`src/rcd_pkg.sv`:
```
// Shared types, constants and helpers of the chunk-stream deframer.
`default_nettype none

package rcd_pkg;

	localparam int NUM_CHANNELS = 64;
	localparam int CHAN_W = $clog2(NUM_CHANNELS);

	localparam logic [23:0] CHUNK_SIZE_RESET = 24'd128;

	// Message header formats taken from the basic header byte.
	localparam logic [1:0] FMT_FULL = 2'd0;
	localparam logic [1:0] FMT_NO_SID = 2'd1;
	localparam logic [1:0] FMT_TS_ONLY = 2'd2;
	localparam logic [1:0] FMT_NONE = 2'd3;

	// Per-channel message state kept in the channel table.
	typedef struct packed {
		logic [23:0] timestamp;
		logic [23:0] body_length;
		logic [7:0]  msg_type;
		logic [31:0] stream_id;
		logic [23:0] bytes_done;
	} chan_entry_t;

	localparam int ENTRY_W = $bits(chan_entry_t);

	// Write request from the parser into the channel table.
	typedef struct packed {
		logic              en;
		logic [CHAN_W-1:0] addr;
		chan_entry_t       data;
	} tbl_wr_t;

	// One result item produced by the parser.
	typedef struct packed {
		logic              valid;
		logic [CHAN_W-1:0] channel;
		logic [7:0]        msg_type;
		logic [23:0]       timestamp;
		logic [31:0]       stream_id;
		logic [23:0]       body_length;
		logic [23:0]       byte_offset;
		logic [7:0]        data_byte;
		logic              has_byte;
		logic              last_of_message;
	} result_t;

	// Message header bytes that follow the basic header, per format.
	function automatic logic [3:0] hdr_bytes(input logic [1:0] fmt);
		logic [3:0] n;
		unique case (fmt)
			FMT_FULL:    n = 4'd11;
			FMT_NO_SID:  n = 4'd7;
			FMT_TS_ONLY: n = 4'd3;
			default:     n = 4'd0;
		endcase
		return n;
	endfunction

endpackage

`default_nettype wire

```
`src/rcd_parser.sv`:
```
// Chunk parser: header collection, body counting and the working channel entry.
`default_nettype none

module rcd_parser
	import rcd_pkg::*;
(
	input  wire logic              clk,
	input  wire logic              arst_n,
	input  wire logic              fire,
	input  wire logic [7:0]        in_byte,
	input  wire logic [23:0]       chunk_size,
	input  wire chan_entry_t       rd_entry,
	output result_t                res,
	output tbl_wr_t                tbl_wr,
	output logic [CHAN_W-1:0]      cur_chan,
	output chan_entry_t            cur_entry
);

	localparam logic [1:0] PH_HDR  = 2'd0;
	localparam logic [1:0] PH_MSG  = 2'd1;
	localparam logic [1:0] PH_BODY = 2'd2;

	logic [1:0]        phase_q, phase_n;
	logic [3:0]        hdr_left_q, hdr_left_n;
	logic [1:0]        fmt_q, fmt_n;
	logic [CHAN_W-1:0] chan_q, chan_n;
	logic [55:0]       hs_q, hs_n;
	logic [31:0]       sid_q, sid_n;
	logic [23:0]       chunk_left_q, chunk_left_n;
	chan_entry_t       ent_q, ent_n;

	logic [3:0]  total;
	logic [3:0]  hdr_idx;
	logic        do_apply;
	logic [23:0] rem;
	logic [23:0] chunk;
	logic [23:0] done_inc;
	logic        last;

	// Next-state logic for one accepted byte.
	always_comb begin
		phase_n = phase_q;
		hdr_left_n = hdr_left_q;
		fmt_n = fmt_q;
		chan_n = chan_q;
		hs_n = hs_q;
		sid_n = sid_q;
		chunk_left_n = chunk_left_q;
		ent_n = ent_q;
		res = '0;
		do_apply = 1'b0;
		total = hdr_bytes(fmt_q);
		hdr_idx = '0;
		rem = '0;
		chunk = '0;
		done_inc = ent_q.bytes_done + 24'd1;
		last = 1'b0;

		unique case (phase_q)
			PH_MSG: begin
				// Header bytes: the first seven go to the header word, the rest to the stream id.
				hdr_idx = (hdr_left_q <= total) ? total - hdr_left_q : 4'd0;
				if (hdr_idx < 4'd7) begin
					hs_n = {hs_q[47:0], in_byte};
				end else begin
					sid_n = {sid_q[23:0], in_byte};
				end
				hdr_left_n = (hdr_left_q != 4'd0) ? hdr_left_q - 4'd1 : 4'd0;
				if (hdr_left_n == 4'd0) begin
					do_apply = 1'b1;
				end
			end
			PH_BODY: begin
				// Body byte: emit it and advance the channel's byte count.
				last = (done_inc >= ent_q.body_length);
				res.valid = 1'b1;
				res.byte_offset = ent_q.bytes_done;
				res.data_byte = in_byte;
				res.has_byte = 1'b1;
				res.last_of_message = last;
				ent_n.bytes_done = done_inc;
				chunk_left_n = (chunk_left_q != 24'd0) ? chunk_left_q - 24'd1 : 24'd0;
				if (last) begin
					ent_n.bytes_done = '0;
					chunk_left_n = '0;
					phase_n = PH_HDR;
				end else if (chunk_left_n == 24'd0) begin
					phase_n = PH_HDR;
				end
			end
			default: begin
				// Basic header byte: switch to the channel's stored entry.
				fmt_n = in_byte[7:6];
				chan_n = in_byte[CHAN_W-1:0];
				hs_n = '0;
				sid_n = '0;
				ent_n = rd_entry;
				hdr_left_n = hdr_bytes(in_byte[7:6]);
				if (in_byte[7:6] == FMT_NONE) begin
					do_apply = 1'b1;
				end else begin
					phase_n = PH_MSG;
				end
			end
		endcase

		// End of the message header: merge the new fields and size the chunk body.
		if (do_apply) begin
			if (fmt_n == FMT_FULL || fmt_n == FMT_NO_SID) begin
				ent_n.timestamp = hs_n[55:32];
				ent_n.body_length = hs_n[31:8];
				ent_n.msg_type = hs_n[7:0];
				ent_n.bytes_done = '0;
				if (fmt_n == FMT_FULL) begin
					ent_n.stream_id = sid_n;
				end
			end else if (fmt_n == FMT_TS_ONLY) begin
				ent_n.timestamp = hs_n[23:0];
			end
			rem = (ent_n.body_length > ent_n.bytes_done) ?
				ent_n.body_length - ent_n.bytes_done : 24'd0;
			chunk = (chunk_size < rem) ? chunk_size : rem;
			phase_n = PH_HDR;
			chunk_left_n = '0;
			if (rem == 24'd0) begin
				ent_n.bytes_done = '0;
				res.valid = 1'b1;
				res.last_of_message = 1'b1;
			end else if (chunk != 24'd0) begin
				chunk_left_n = chunk;
				phase_n = PH_BODY;
			end
		end

		// Message fields of a result come from the updated entry.
		res.channel = chan_n;
		res.msg_type = ent_n.msg_type;
		res.timestamp = ent_n.timestamp;
		res.stream_id = ent_n.stream_id;
		res.body_length = ent_n.body_length;
	end

	// Parse state and working entry.
	always_ff @(posedge clk or negedge arst_n) begin
		if (!arst_n) begin
			phase_q <= PH_HDR;
			hdr_left_q <= '0;
			fmt_q <= '0;
			chan_q <= '0;
			hs_q <= '0;
			sid_q <= '0;
			chunk_left_q <= '0;
			ent_q <= '0;
		end else if (fire) begin
			phase_q <= phase_n;
			hdr_left_q <= hdr_left_n;
			fmt_q <= fmt_n;
			chan_q <= chan_n;
			hs_q <= hs_n;
			sid_q <= sid_n;
			chunk_left_q <= chunk_left_n;
			ent_q <= ent_n;
		end
	end

	// Every processed byte writes the working entry back to its channel.
	always_comb begin
		tbl_wr.en = fire;
		tbl_wr.addr = chan_n;
		tbl_wr.data = ent_n;
	end

	assign cur_chan = chan_q;
	assign cur_entry = ent_q;

endmodule

`default_nettype wire

```
`config.mk`:
```
export PLATFORM = sky130hd
export DESIGN_NAME = rcd_parser
export DESIGN_NICKNAME = d
export VERILOG_FILES = /design/src/rcd_pkg.sv /design/src/rcd_parser.sv
export SDC_FILE = /design/constraint.sdc
export NUM_CORES = 1
export LEC_CHECK = 0
export ABC_AREA = 1
export BUFFER_PORTS_ARGS = -buffer_cell sky130_fd_sc_hd__buf_2
export CORE_UTILIZATION = 25
export CTS_CLUSTER_SIZE = 30
export DETAILED_ROUTE_END_ITERATION = 10
export SLEW_MARGIN = 10
export SYNTH_ARGS = -nofsm -noshare
export SYNTH_HDL_FRONTEND = slang
export SYNTH_SLANG_ARGS = --single-unit
```
`constraint.sdc`:
```
create_clock -name clk -period 8.45 [get_ports clk]
set_clock_uncertainty 0.05 [all_clocks]
set_input_delay 1.69 -clock clk [delete_from_list [all_inputs] [get_ports clk]]
set_output_delay 1.69 -clock clk [all_outputs]
set_load 0.03 [all_outputs]
```
## Word-level counts from Yosys, hierarchy flattened

Index checks and enable logic that the tools add are counted.

| storage, ports and cells | value |
|---|---|
| register bits after elaboration | 238 |
| RAM bits | 0 |
| memories | 0 |
| input bits | 147 |
| bits in latches | 0 |
| bits in read-only memories | 0 |
| word-level logic and storage cells | 95 |

| operators by class | value |
|---|---|
| shifts and indexed selects | 0 |
| eq/ne operators | 12 |
| bitwise operators | 1 |
| multiplexer cells | 45 |
| reductions and logical operators | 15 |
| multipliers | 0 |
| div/mod/pow operators | 0 |
| $lt $le $gt $ge | 5 |
| $add $sub $neg | 5 |

Operators with widths:

| cell | number |
|---|---|
| 24-bit two-way mux | 12 |
| 88-bit two-way mux | 3 |
| 112-bit two-way mux | 1 |
| 56-bit case mux with 2 select lines | 1 |
| 32-bit two-way mux | 2 |
| 32-bit case mux with 2 select lines | 1 |
| 56-bit two-way mux | 1 |
| 24-bit logical NOT | 2 |
| 24-bit case mux with 2 select lines | 1 |
| 24-bit nonzero test | 2 |
| 34-bit two-way mux | 1 |
| 24-bit by 1-bit adder with 24-bit output (second input constant) | 1 |
| 24-bit greater-or-equal comparator | 1 |
| 24-bit greater-than comparator | 1 |
| 24-bit < comparator | 1 |
| 4-bit case mux with 3 select lines | 2 |
| 24-bit by 1-bit subtractor with 24-bit output (second input constant) | 1 |
| 24-bit subtractor | 1 |
| 2-bit two-way mux | 7 |
| 2-bit equality test (second input constant) | 5 |
| 2-bit by 1-bit equality test with 1-bit output (second input constant) | 4 |
| 4-bit two-way mux | 2 |
| 4-bit case mux with 2 select lines | 1 |
| 1-bit two-way mux | 7 |
| 19 further kinds | 22 |

## Depth between registers and ports, before layout

Gate-level depths: netlist of run 1.

| logic depth | value |
|---|---|
| depth in word-level cells | 18 |
| mapped depth | 59 |
| mapped depth without buffers | 57 |

## Least setup slack after synthesis of run 1

Ideal clock, no wire load.

| path | value |
|---|---|
| path type | register -> output |
| start | reg ent_q, in the netlist cur_entry[2] |
| end | out res[0] in the netlist's numbering |
| slack | -0.104 ns |
| cell stages (with the launch flop) | 41 |
| arrival | 6.814 ns |
| cell sequence | dfrtp_1 -> nand3_1 -> nor2_2 -> nand4_2 -> nor2_2 -> nand2_1 -> nor3_2 -> nand2_1 -> nor2_2 -> nand3_2 -> nor3_2 -> xor2_1 -> inv_1 -> ha_1 -> a21oi_1 -> nor2_1 -> a2111oi_0 -> nand2_1 -> [... 5 more ...] -> o211ai_1 -> o21ai_0 -> or2_2 -> ha_1 -> nand2_1 -> nor2_2 -> nand3_2 -> nor2_2 -> nand3_2 -> nand2_4 -> buf_8 -> nor2_2 -> nor4_2 -> nand4_1 -> nor2_2 -> nand2_4 -> buf_2 -> o21ai_0 |

RTL lines:

| item | line | source |
|---|---|---|
| from (decl) | rcd_parser.sv:30 | `chan_entry_t ent_q, ent_n;` |
| from (signal assigned) | rcd_parser.sv:162 | `ent_q <= ent_n;` |
| to (decl) | rcd_parser.sv:13 | `output result_t res,` |

==> qor.csv, run 1 <==
metric,value,unit
status,finished with violations,
failing checks,setup timing,
Pre-antenna DRT Iters,5,
Area growth syn-to-layout,34.4,%
CP peak stage delay,380,ps
CTS Root Cell,clkbuf_16,
worst-margin pin slew,1040,ps
Final period util,1.05,
DR vias,22688,
Final Hold Viols,0,
area of the die,0.0810,sq mm
Syn Area/Cell,6.52,sq um
share of post-route cells with drive strength above 1,0.291,
Post-Syn Area,0.0200,sq mm
Crit Path Category,reg2out,
htree depth,2,
"Cell Count, Final, Fillers Out",4686,
met3 usage,0.0460,
final core occ,0.340,
initial antenna violation count,4,
Die Span X,285,um
fin. max-slew vios,0,
RSZ-0062 raised after global routing,true,
Hold Path Depth,2,
final wirelength,91600,um
CP max stage cell,dfrtp_1,
initial drt markers,1497,
syn_nets,3291,
residual overflow from global routing,0,
Min Hold Slack,453,ps
Final min period,8870,ps
Global Route met2 Usage,0.360,
die height,285,um
grt peak-use layer,met2,
number of port buffers,512,
class of the tightest hold or removal check,reg2reg,
total CTS buffers,35,
I/O pin total,513,
Max-slew headroom,0.304,
"Async S/R FF share, synth",1.00,
Critical Path RT,6710,ps
std cell rows,103,
Worst Setup End Kind,primary output,
Final ANT Viol Nets,0,
YS warnings,0,
maximum root-to-sink buffer count,3,
DP HPWL,69000,um
cell family with most CP delay,simple AND/OR/NAND/NOR gates,
CTS tree,done,
GRT Total Usage,0.218,
Max Cap Violations,0,
Starting Density,0.253,
CP Max Fanout,7,
via/cell ratio,4.84,
Mapped Cells,3062,
largest net degree at the start of global routing,142,
number of flops mapped to enable cells by yosys,0,
GP Congestion,0.976,
sequential area share after synthesis,0.298,
register bit count reported by yosys,238,
WP depth,49,
DRC,0,
cell mode on critical path,nand2_1,
Skew-Pair Late Insertion Delay,560,ps
Crit path arrival time,7130,ps
critical path buffer and inverter count,9,
crit path launch type,register,
Worst R2R Path Depth,58,
vias in the first global route,21331,
FMAX,0.113,GHz
core footprint,0.0790,sq mm
met1 Use GR,0.282,
first-pass GRT wire length,136000,um
Final nets,3838,
fillcell total,8476,
wire length per cell,19.6,um
"Reg clk slew, reported paths",50,ps
Inst Count DP,4555,
post-synth cell types,60,
setup ws final,-425,ps
Final setup viols,26,
Synth Flop Type,dfrtp_1,
clk sinks,238,
[cells in the final DEF (no fill, tap or decap), drive strengths merged, types with 2 or more instances in the layout]
cell    synthesis  layout
bufinv          0       2
o211ai         24      24
nand3b         12      12
nor3           25      25
inv           272     276
clkbuf        147      53
diode           0       2
nor4           11      11
a211oi          8       8
a31oi          13      13
o31ai           2       2
o21bai          2       2
or2            23      23
o21ai         585     585
a21oi         128     128
fa              2       2
a22oi          19      19
nor2          234     234
nand4          31      31
xor2           21      21
a21o            2       2
a311oi          2       2
nand2         924     927
buf           130     781
clkinv          3       8
o221ai         31      31
ha             80      80
nand3          60      60
a21boi          2       2
dfrtp         238     238
xnor2          12      12
o21a           12      12
[worst min-delay path, stage by stage, from the launching register on]
cell	delay, ps
dfrtp_1	350
nand2_1	50
o21ai_0	60
[state kept, by name (all words and copies together) (netlist names)]
name	flops
cur_entry	112
hs_q	56
sid_q	32
chunk_left_q	24
cur_chan	6
hdr_left_q	4
fmt_q	2
phase_q	2
[synth_stat cells, types with 24 or more instances]
| cell | instances | area share |
|---|---|---|
| ha_1 | 80 | 0.050 |
| o21ai_0 | 559 | 0.14 |
| a21oi_1 | 125 | 0.031 |
| nand4_1 | 29 | 0.0091 |
| clkbuf_1 | 147 | 0.028 |
| dfrtp_1 | 238 | 0.30 |
| nand2_1 | 914 | 0.17 |
| nand3_1 | 54 | 0.014 |
| o211ai_1 | 24 | 0.0090 |
| o221ai_1 | 31 | 0.014 |
| nor2_1 | 200 | 0.038 |
| buf_4 | 97 | 0.036 |
| inv_1 | 256 | 0.048 |
[final cells by class]
| type | count | area (sq um) | area share |
|---|---|---|---|
| multi-input cells | 2275 | 12400 | 0.463 |
| flip-flops and latches | 238 | 5960 | 0.222 |
| repair buffers | 783 | 4930 | 0.184 |
| well taps | 1050 | 1310 | 0.0490 |
| inverters | 275 | 1050 | 0.0392 |
| clock buffers | 51 | 1020 | 0.0379 |
| clock inverters | 11 | 139 | 0.00518 |
| repair inverters | 1 | 7.51 | 0.000280 |
| diodes | 2 | 5.00 | 0.000187 |
[worst paths after layout]
path                                   start               end  slack (ps)
worst max-delay path            cur_entry[1]         tbl_wr[8]        -420
worst min-delay path                hs_q[50]          hs_q[50]         450
worst max register to register  cur_entry[1]        phase_q[1]         170
worst min register to register      hs_q[50]          hs_q[50]         450
max in group asynchronous             arst_n  chunk_left_q[10]        5780
min in group asynchronous             arst_n    cur_entry[105]        1040
[repair_timing]
| item | CTS | global route |
|---|---|---|
| pin swaps | 13 | 37 |
| hold buffers | 0 | 0 |
| cloned | 2 | 7 |
| endpoints found under the setup margin | 26 | 51 |
| setup buffers | 40 | 23 |
| resized for setup | 131 | 116 |
[per-layer routing]
layer / part of all wire / up-vias
li1: - / 11100
met3: 0.062 / 133
met2: 0.47 / 724
met5: 0.00065 / -
met1: 0.44 / 10723
met4: 0.033 / 8
[cell families after synthesis]
logic type | after synthesis | synth area share
and+or+nand+nor | 1323 | 0.282
AOI/OAI and AO/OA | 834 | 0.228
buffers and inverters | 552 | 0.125
DFF | 238 | 0.298
adders and majority gates | 82 | 0.0522
xor gates and xnor gates | 33 | 0.0145
[per-stage QoR]
stage               setup TNS [ps]  instance area, sq um  setup slack [ps]
global placement             -2810                 24100              -243
detailed placement           -2980                 24100              -247
finish                       -9650                 26800              -425
global route                -21750                 26800              -862
CTS                          -7560                 26100              -336
floorplan                        0                 20000               126
Power of run 1 is left out: the tool's default activity adds up to more than one toggle a clock period on the data nets, which glitch-free logic cannot reach.
==> inputs of run 2 (changes only) <==
- CORE_MARGIN: default -> 8
- CTS_BUF_LIST: default -> sky130_fd_sc_hd__clkbuf_2
==> run 2 against run 1 <==
  * Global-route usage is 1.2 points lower
  * Non-clock buffer count is 76 higher
  * Largest cell class unchanged
  * Highest routed layer unchanged
  * The flow still finishes with violations (setup timing)
  * Die area is 10% higher
  * Worst setup slack worse by 660 ps
  * Wire length is 6.2% higher
==> qor.csv, run 2 (synthesis gave the netlist of run 1 again) <==
metric,value,unit
reg-to-reg critical path startpoint,cur_entry[0],
Max-slew headroom,0.223,
fillcell total,8474,
share of post-route cells with drive strength above 1,0.319,
Hold EP,hs_q[55],
fin. max-slew vios,0,
FMAX,0.105,GHz
"Reg clk slew, reported paths",100,ps
Worst Setup End Kind,primary output,
htree depth,3,
Final Hold Viols,0,
class of the tightest hold or removal check,reg2reg,
CP peak stage delay,430,ps
residual overflow from global routing,0,
"commonest cells after routing, fill and taps aside","nand2_1 (888), o21ai_0 (541), buf_2 (484), buf_4 (326), inv_1 (253)",
Worst R2R Path Depth,52,
CTS Root Cell,clkbuf_2,
first-pass GRT wire length,144000,um
DP HPWL,71600,um
Critical Path RT,6710,ps
CP max stage cell,dfrtp_1,
R2R setup slack,180,ps
DR vias,23483,
worst flop-to-flop path endpoint,chunk_left_q[20],
HP Start,hs_q[55],
Final nets,3951,
I/O pin total,513,
GP Congestion,0.963,
area of the die,0.0891,sq mm
initial antenna violation count,15,
wire length per cell,20.1,um
Die Span X,299,um
DRC,0,
setup TNS,-25170,ps
GRT Total Usage,0.207,
maximum root-to-sink buffer count,3,
Final ANT Viol Nets,0,
area post-placement,0.0239,sq mm
number of port buffers,512,
Final period util,1.13,
initial drt markers,1759,
setup ws final,-1090,ps
cell mode on critical path,buf_4,
Max Cap Violations,0,
Crit path arrival time,7800,ps
Pre-antenna DRT Iters,6,
cell area after layout,0.0270,sq mm
Hold Path Depth,2,
Area growth syn-to-layout,35.1,%
"Hold-fix buffers, CTS",0,
failing checks,setup timing,
Final min period,9540,ps
worst-margin pin slew,1160,ps
Final setup viols,26,
core footprint,0.0790,sq mm
status,finished with violations,
die height,299,um
total CTS buffers,75,
CP Max Fanout,8,
max reg flops,112,
clk sinks,238,
CTS tree,done,
final wirelength,97300,um
Crit Path Category,reg2out,
largest net degree at the start of global routing,166,
std cell rows,103,
Skew-Pair Late Insertion Delay,1080,ps
via/cell ratio,4.86,
Starting Density,0.253,
vias in the first global route,22854,
RSZ-0062 raised after global routing,true,
"most common cell after layout, fill and taps aside",nand2_1,
crit path launch type,register,
final core occ,0.341,
run 2: cell count changes in the layout (fill, tap and decap cells not counted), sizes merged:
cell      previous run  this run
buf                781       859
bufinv               2         1
clkbuf              53       109
clkinv               8        19
clkinvlp             1         0
diode                2         7
inv                276       277
nand2              927       925
run 2: cell type report:
class                   count  area, sq um  share of cell area
repair buffers            859         5490               0.204
clock inverters            22          141             0.00525
multi-input cells        2273        12400               0.462
diodes                      7         17.5            0.000650
flip-flops and latches    238         5960               0.221
inverters                 275         1050              0.0390
well taps                1050         1310              0.0487
clock buffers             109          546              0.0202
run 2: what timing repair did:
action                                  in CTS  in global routing
resized for setup                          203                 54
hold endpoints to repair                     0                  0
buffers inserted                           148                 26
pin swaps                                   39                 28
endpoints found under the setup margin      26                 28
cloned                                       3                  0
run 2: worst max-delay path by stage:
| stage | from | end | slack (ps) | depth (start not counted) |
|---|---|---|---|---|
| floorplan | cur_entry[2] | res[0] | 130 | 40 |
| global placement | cur_entry[0] | tbl_wr[0] | -160 | 45 |
| detailed placement | cur_entry[1] | tbl_wr[2] | -230 | 45 |
| CTS | cur_entry[0] | tbl_wr[7] | -800 | 47 |
| global route | cur_entry[0] | tbl_wr[0] | -1400 | 49 |
| finish | cur_entry[0] | tbl_wr[13] | -1090 | 47 |
run 2: layer usage:
layer | wire (um) | GRT usage | part of all wire | vias up
li1 | - | - | - | 11351
met1 | 42700 | 0.274 | 0.44 | 10973
met4 | 2990 | 0.0676 | 0.031 | 6
met5 | 40 | 0 | 0.00041 | -
met3 | 6540 | 0.0407 | 0.067 | 172
met2 | 45100 | 0.336 | 0.46 | 981
run 2: critical path, delay by kind of cell (launching register included):
kind / cells / cell delay [ps]
flip-flops: 1 / 430
XOR/XNOR: 1 / 120
AO/OA/AOI/OAI: 5 / 750
buffers and inverters: 26 / 3220
adder cells (fa/ha/maj): 1 / 280
AND/OR/NAND/NOR: 14 / 1930
run 2: metrics by stage:
stage,hold slack [ps],worst slack [ps],cells
after global routing,506,-1400,4829
after CTS,464,-803,4803
after detailed placement,444,-226,4525
after floorplan,420,126,3062
after global placement,436,-165,4525
final,464,-1090,4833
Power of run 2 is left out for the same reason.
==> inputs of run 3 (changes only) <==
- BUFFER_PORTS_ARGS: -buffer_cell sky130_fd_sc_hd__buf_2 -> -buffer_cell sky130_fd_sc_hd__clkbuf_2
- SETUP_SLACK_MARGIN: default -> 0.02
==> run 3 against run 2 <==
  * The flow still finishes with violations (setup timing)
  * Worst setup slack improved by 210 ps
  * Count of clock-buffer cells in the layout fell by 1
  * Register-to-register slack improved by 300 ps
  * Wire length is 1.4% lower
  * Sequential cell count unchanged
==> qor.csv, run 3 (synthesis gave the netlist of run 1 again) <==
metric,value,unit
residual overflow from global routing,0,
area post-placement,0.0241,sq mm
via/cell ratio,4.82,
CTS Root Cell,clkbuf_2,
setup TNS,-21890,ps
HP Start,hs_q[54],
Critical Path RT,6710,ps
Die Span X,299,um
Max-slew headroom,0.304,
crit path launch type,register,
fin. max-slew vios,0,
Worst R2R Path Depth,54,
htree depth,3,
Reg area,0.00596,sq mm
DP HPWL,73000,um
Starting Density,0.253,
Final Hold Viols,0,
final core occ,0.337,
initial antenna violation count,15,
class of the tightest hold or removal check,reg2reg,
first-pass GRT wire length,141000,um
initial drt markers,1704,
clk sinks,238,
largest net degree at the start of global routing,124,
final wirelength,96000,um
Max Cap Violations,0,
Final min period,9320,ps
Crit path arrival time,7580,ps
CP max stage cell,dfrtp_1,
worst flop-to-flop path endpoint,phase_q[1],
Area growth syn-to-layout,33.4,%
failing checks,setup timing,
Worst Setup End Kind,primary output,
"most common cell after layout, fill and taps aside",nand2_1,
multi-input logic area,0.0125,sq mm
fillcell total,8570,
status,finished with violations,
R2R setup slack,480,ps
CP peak stage delay,360,ps
Worst Setup SP,cur_entry[0],
number of port buffers,512,
share of post-route cells with drive strength above 1,0.312,
Final nets,3882,
max reg flops,112,
wire length per cell,20.1,um
Crit Path Category,reg2out,
DRC,0,
CTS tree,done,
RSZ-0062 raised after global routing,true,
core footprint,0.0790,sq mm
setup ws final,-874,ps
Pre-antenna DRT Iters,6,
reg-to-reg critical path startpoint,cur_entry[0],
area of the die,0.0891,sq mm
"commonest cells after routing, fill and taps aside","nand2_1 (880), clkbuf_2 (592), o21ai_0 (534), buf_4 (253), inv_1 (251)",
FMAX,0.107,GHz
DR vias,22946,
Final period util,1.10,
vias in the first global route,22162,
Skew-Pair Late Insertion Delay,1130,ps
"Reg clk slew, reported paths",90,ps
total CTS buffers,77,
maximum root-to-sink buffer count,3,
GRT Total Usage,0.204,
Final setup viols,26,
std cell rows,103,
Min Hold Slack,461,ps
Final ANT Viol Nets,0,
worst-margin pin slew,1040,ps
CP Max Fanout,7,
die height,299,um
I/O pin total,513,
CP endpoint,tbl_wr[8],
GP Congestion,0.895,
cell area after layout,0.0266,sq mm
run 3: cell types whose count changed in the layout (fill, tap and decap cells not counted), moves of 6 or more:
cell	change
o21ai_0	-7
nand2_1	-8
nand2_2	+10
nand3_2	+7
buf_2	-484
o21ai_1	+11
buf_4	-73
buf_6	-15
clkbuf_2	+483
nor2_1	-6
nand3_1	-6
buf_8	+12
nor2_2	+6
run 3: through the flow:
step	std cells	setup slack, ps
6_report	4765	-874
5_1_grt	4761	-1330
4_1_cts	4724	-1100
3_5_place_dp	4553	-255
3_3_place_gp	4553	-210
2_1_floorplan	3062	126
run 3: worst max-delay path, delay by kind of cell, from the launching register on:
kind	cells	cell delay, ps
DFF	1	360
AOI/OAI and AO/OA	6	1160
adders and majority gates	2	500
xor gates and xnor gates	1	200
and+or+nand+nor	25	2940
buffers and inverters	10	1300
run 3: area by class of cell:
| class | instances | share of cell area |
|---|---|---|
| Multi-Input combinational cell | 2273 | 0.471 |
| Sequential cell | 238 | 0.224 |
| Timing Repair Buffer | 788 | 0.190 |
| Tap cell | 1050 | 0.0493 |
| Inverter | 275 | 0.0397 |
| Clock buffer | 108 | 0.0203 |
| Clock inverter | 27 | 0.00540 |
| Antenna cell | 6 | 0.000564 |
run 3: repair_timing:
action | CTS | global route
resized for setup | 135 | 184
pin swaps | 29 | 62
gates cloned | 0 | 4
hold buffers | 0 | 0
setup buffers | 36 | 32
setup endpoints to repair | 27 | 51
run 3: worst min path at each step:
stage | to | slack [ps] | cells after the start
after floorplan | hs_q[48] | 420 | 2
after global placement | hs_q[55] | 440 | 2
after detailed placement | hs_q[54] | 440 | 2
after CTS | cur_entry[46] | 410 | 1
after global routing | hs_q[52] | 500 | 2
final | hs_q[54] | 460 | 2
run 3: layer usage:
| metal | global-route usage | share of wire | vias up |
|---|---|---|---|
| li1 | - | - | 11222 |
| met4 | 0.0721 | 0.036 | 10 |
| met5 | 0 | 0.00082 | - |
| met3 | 0.0485 | 0.071 | 186 |
| met1 | 0.265 | 0.44 | 10655 |
| met2 | 0.328 | 0.46 | 873 |
Power of run 3 is left out for the same reason.
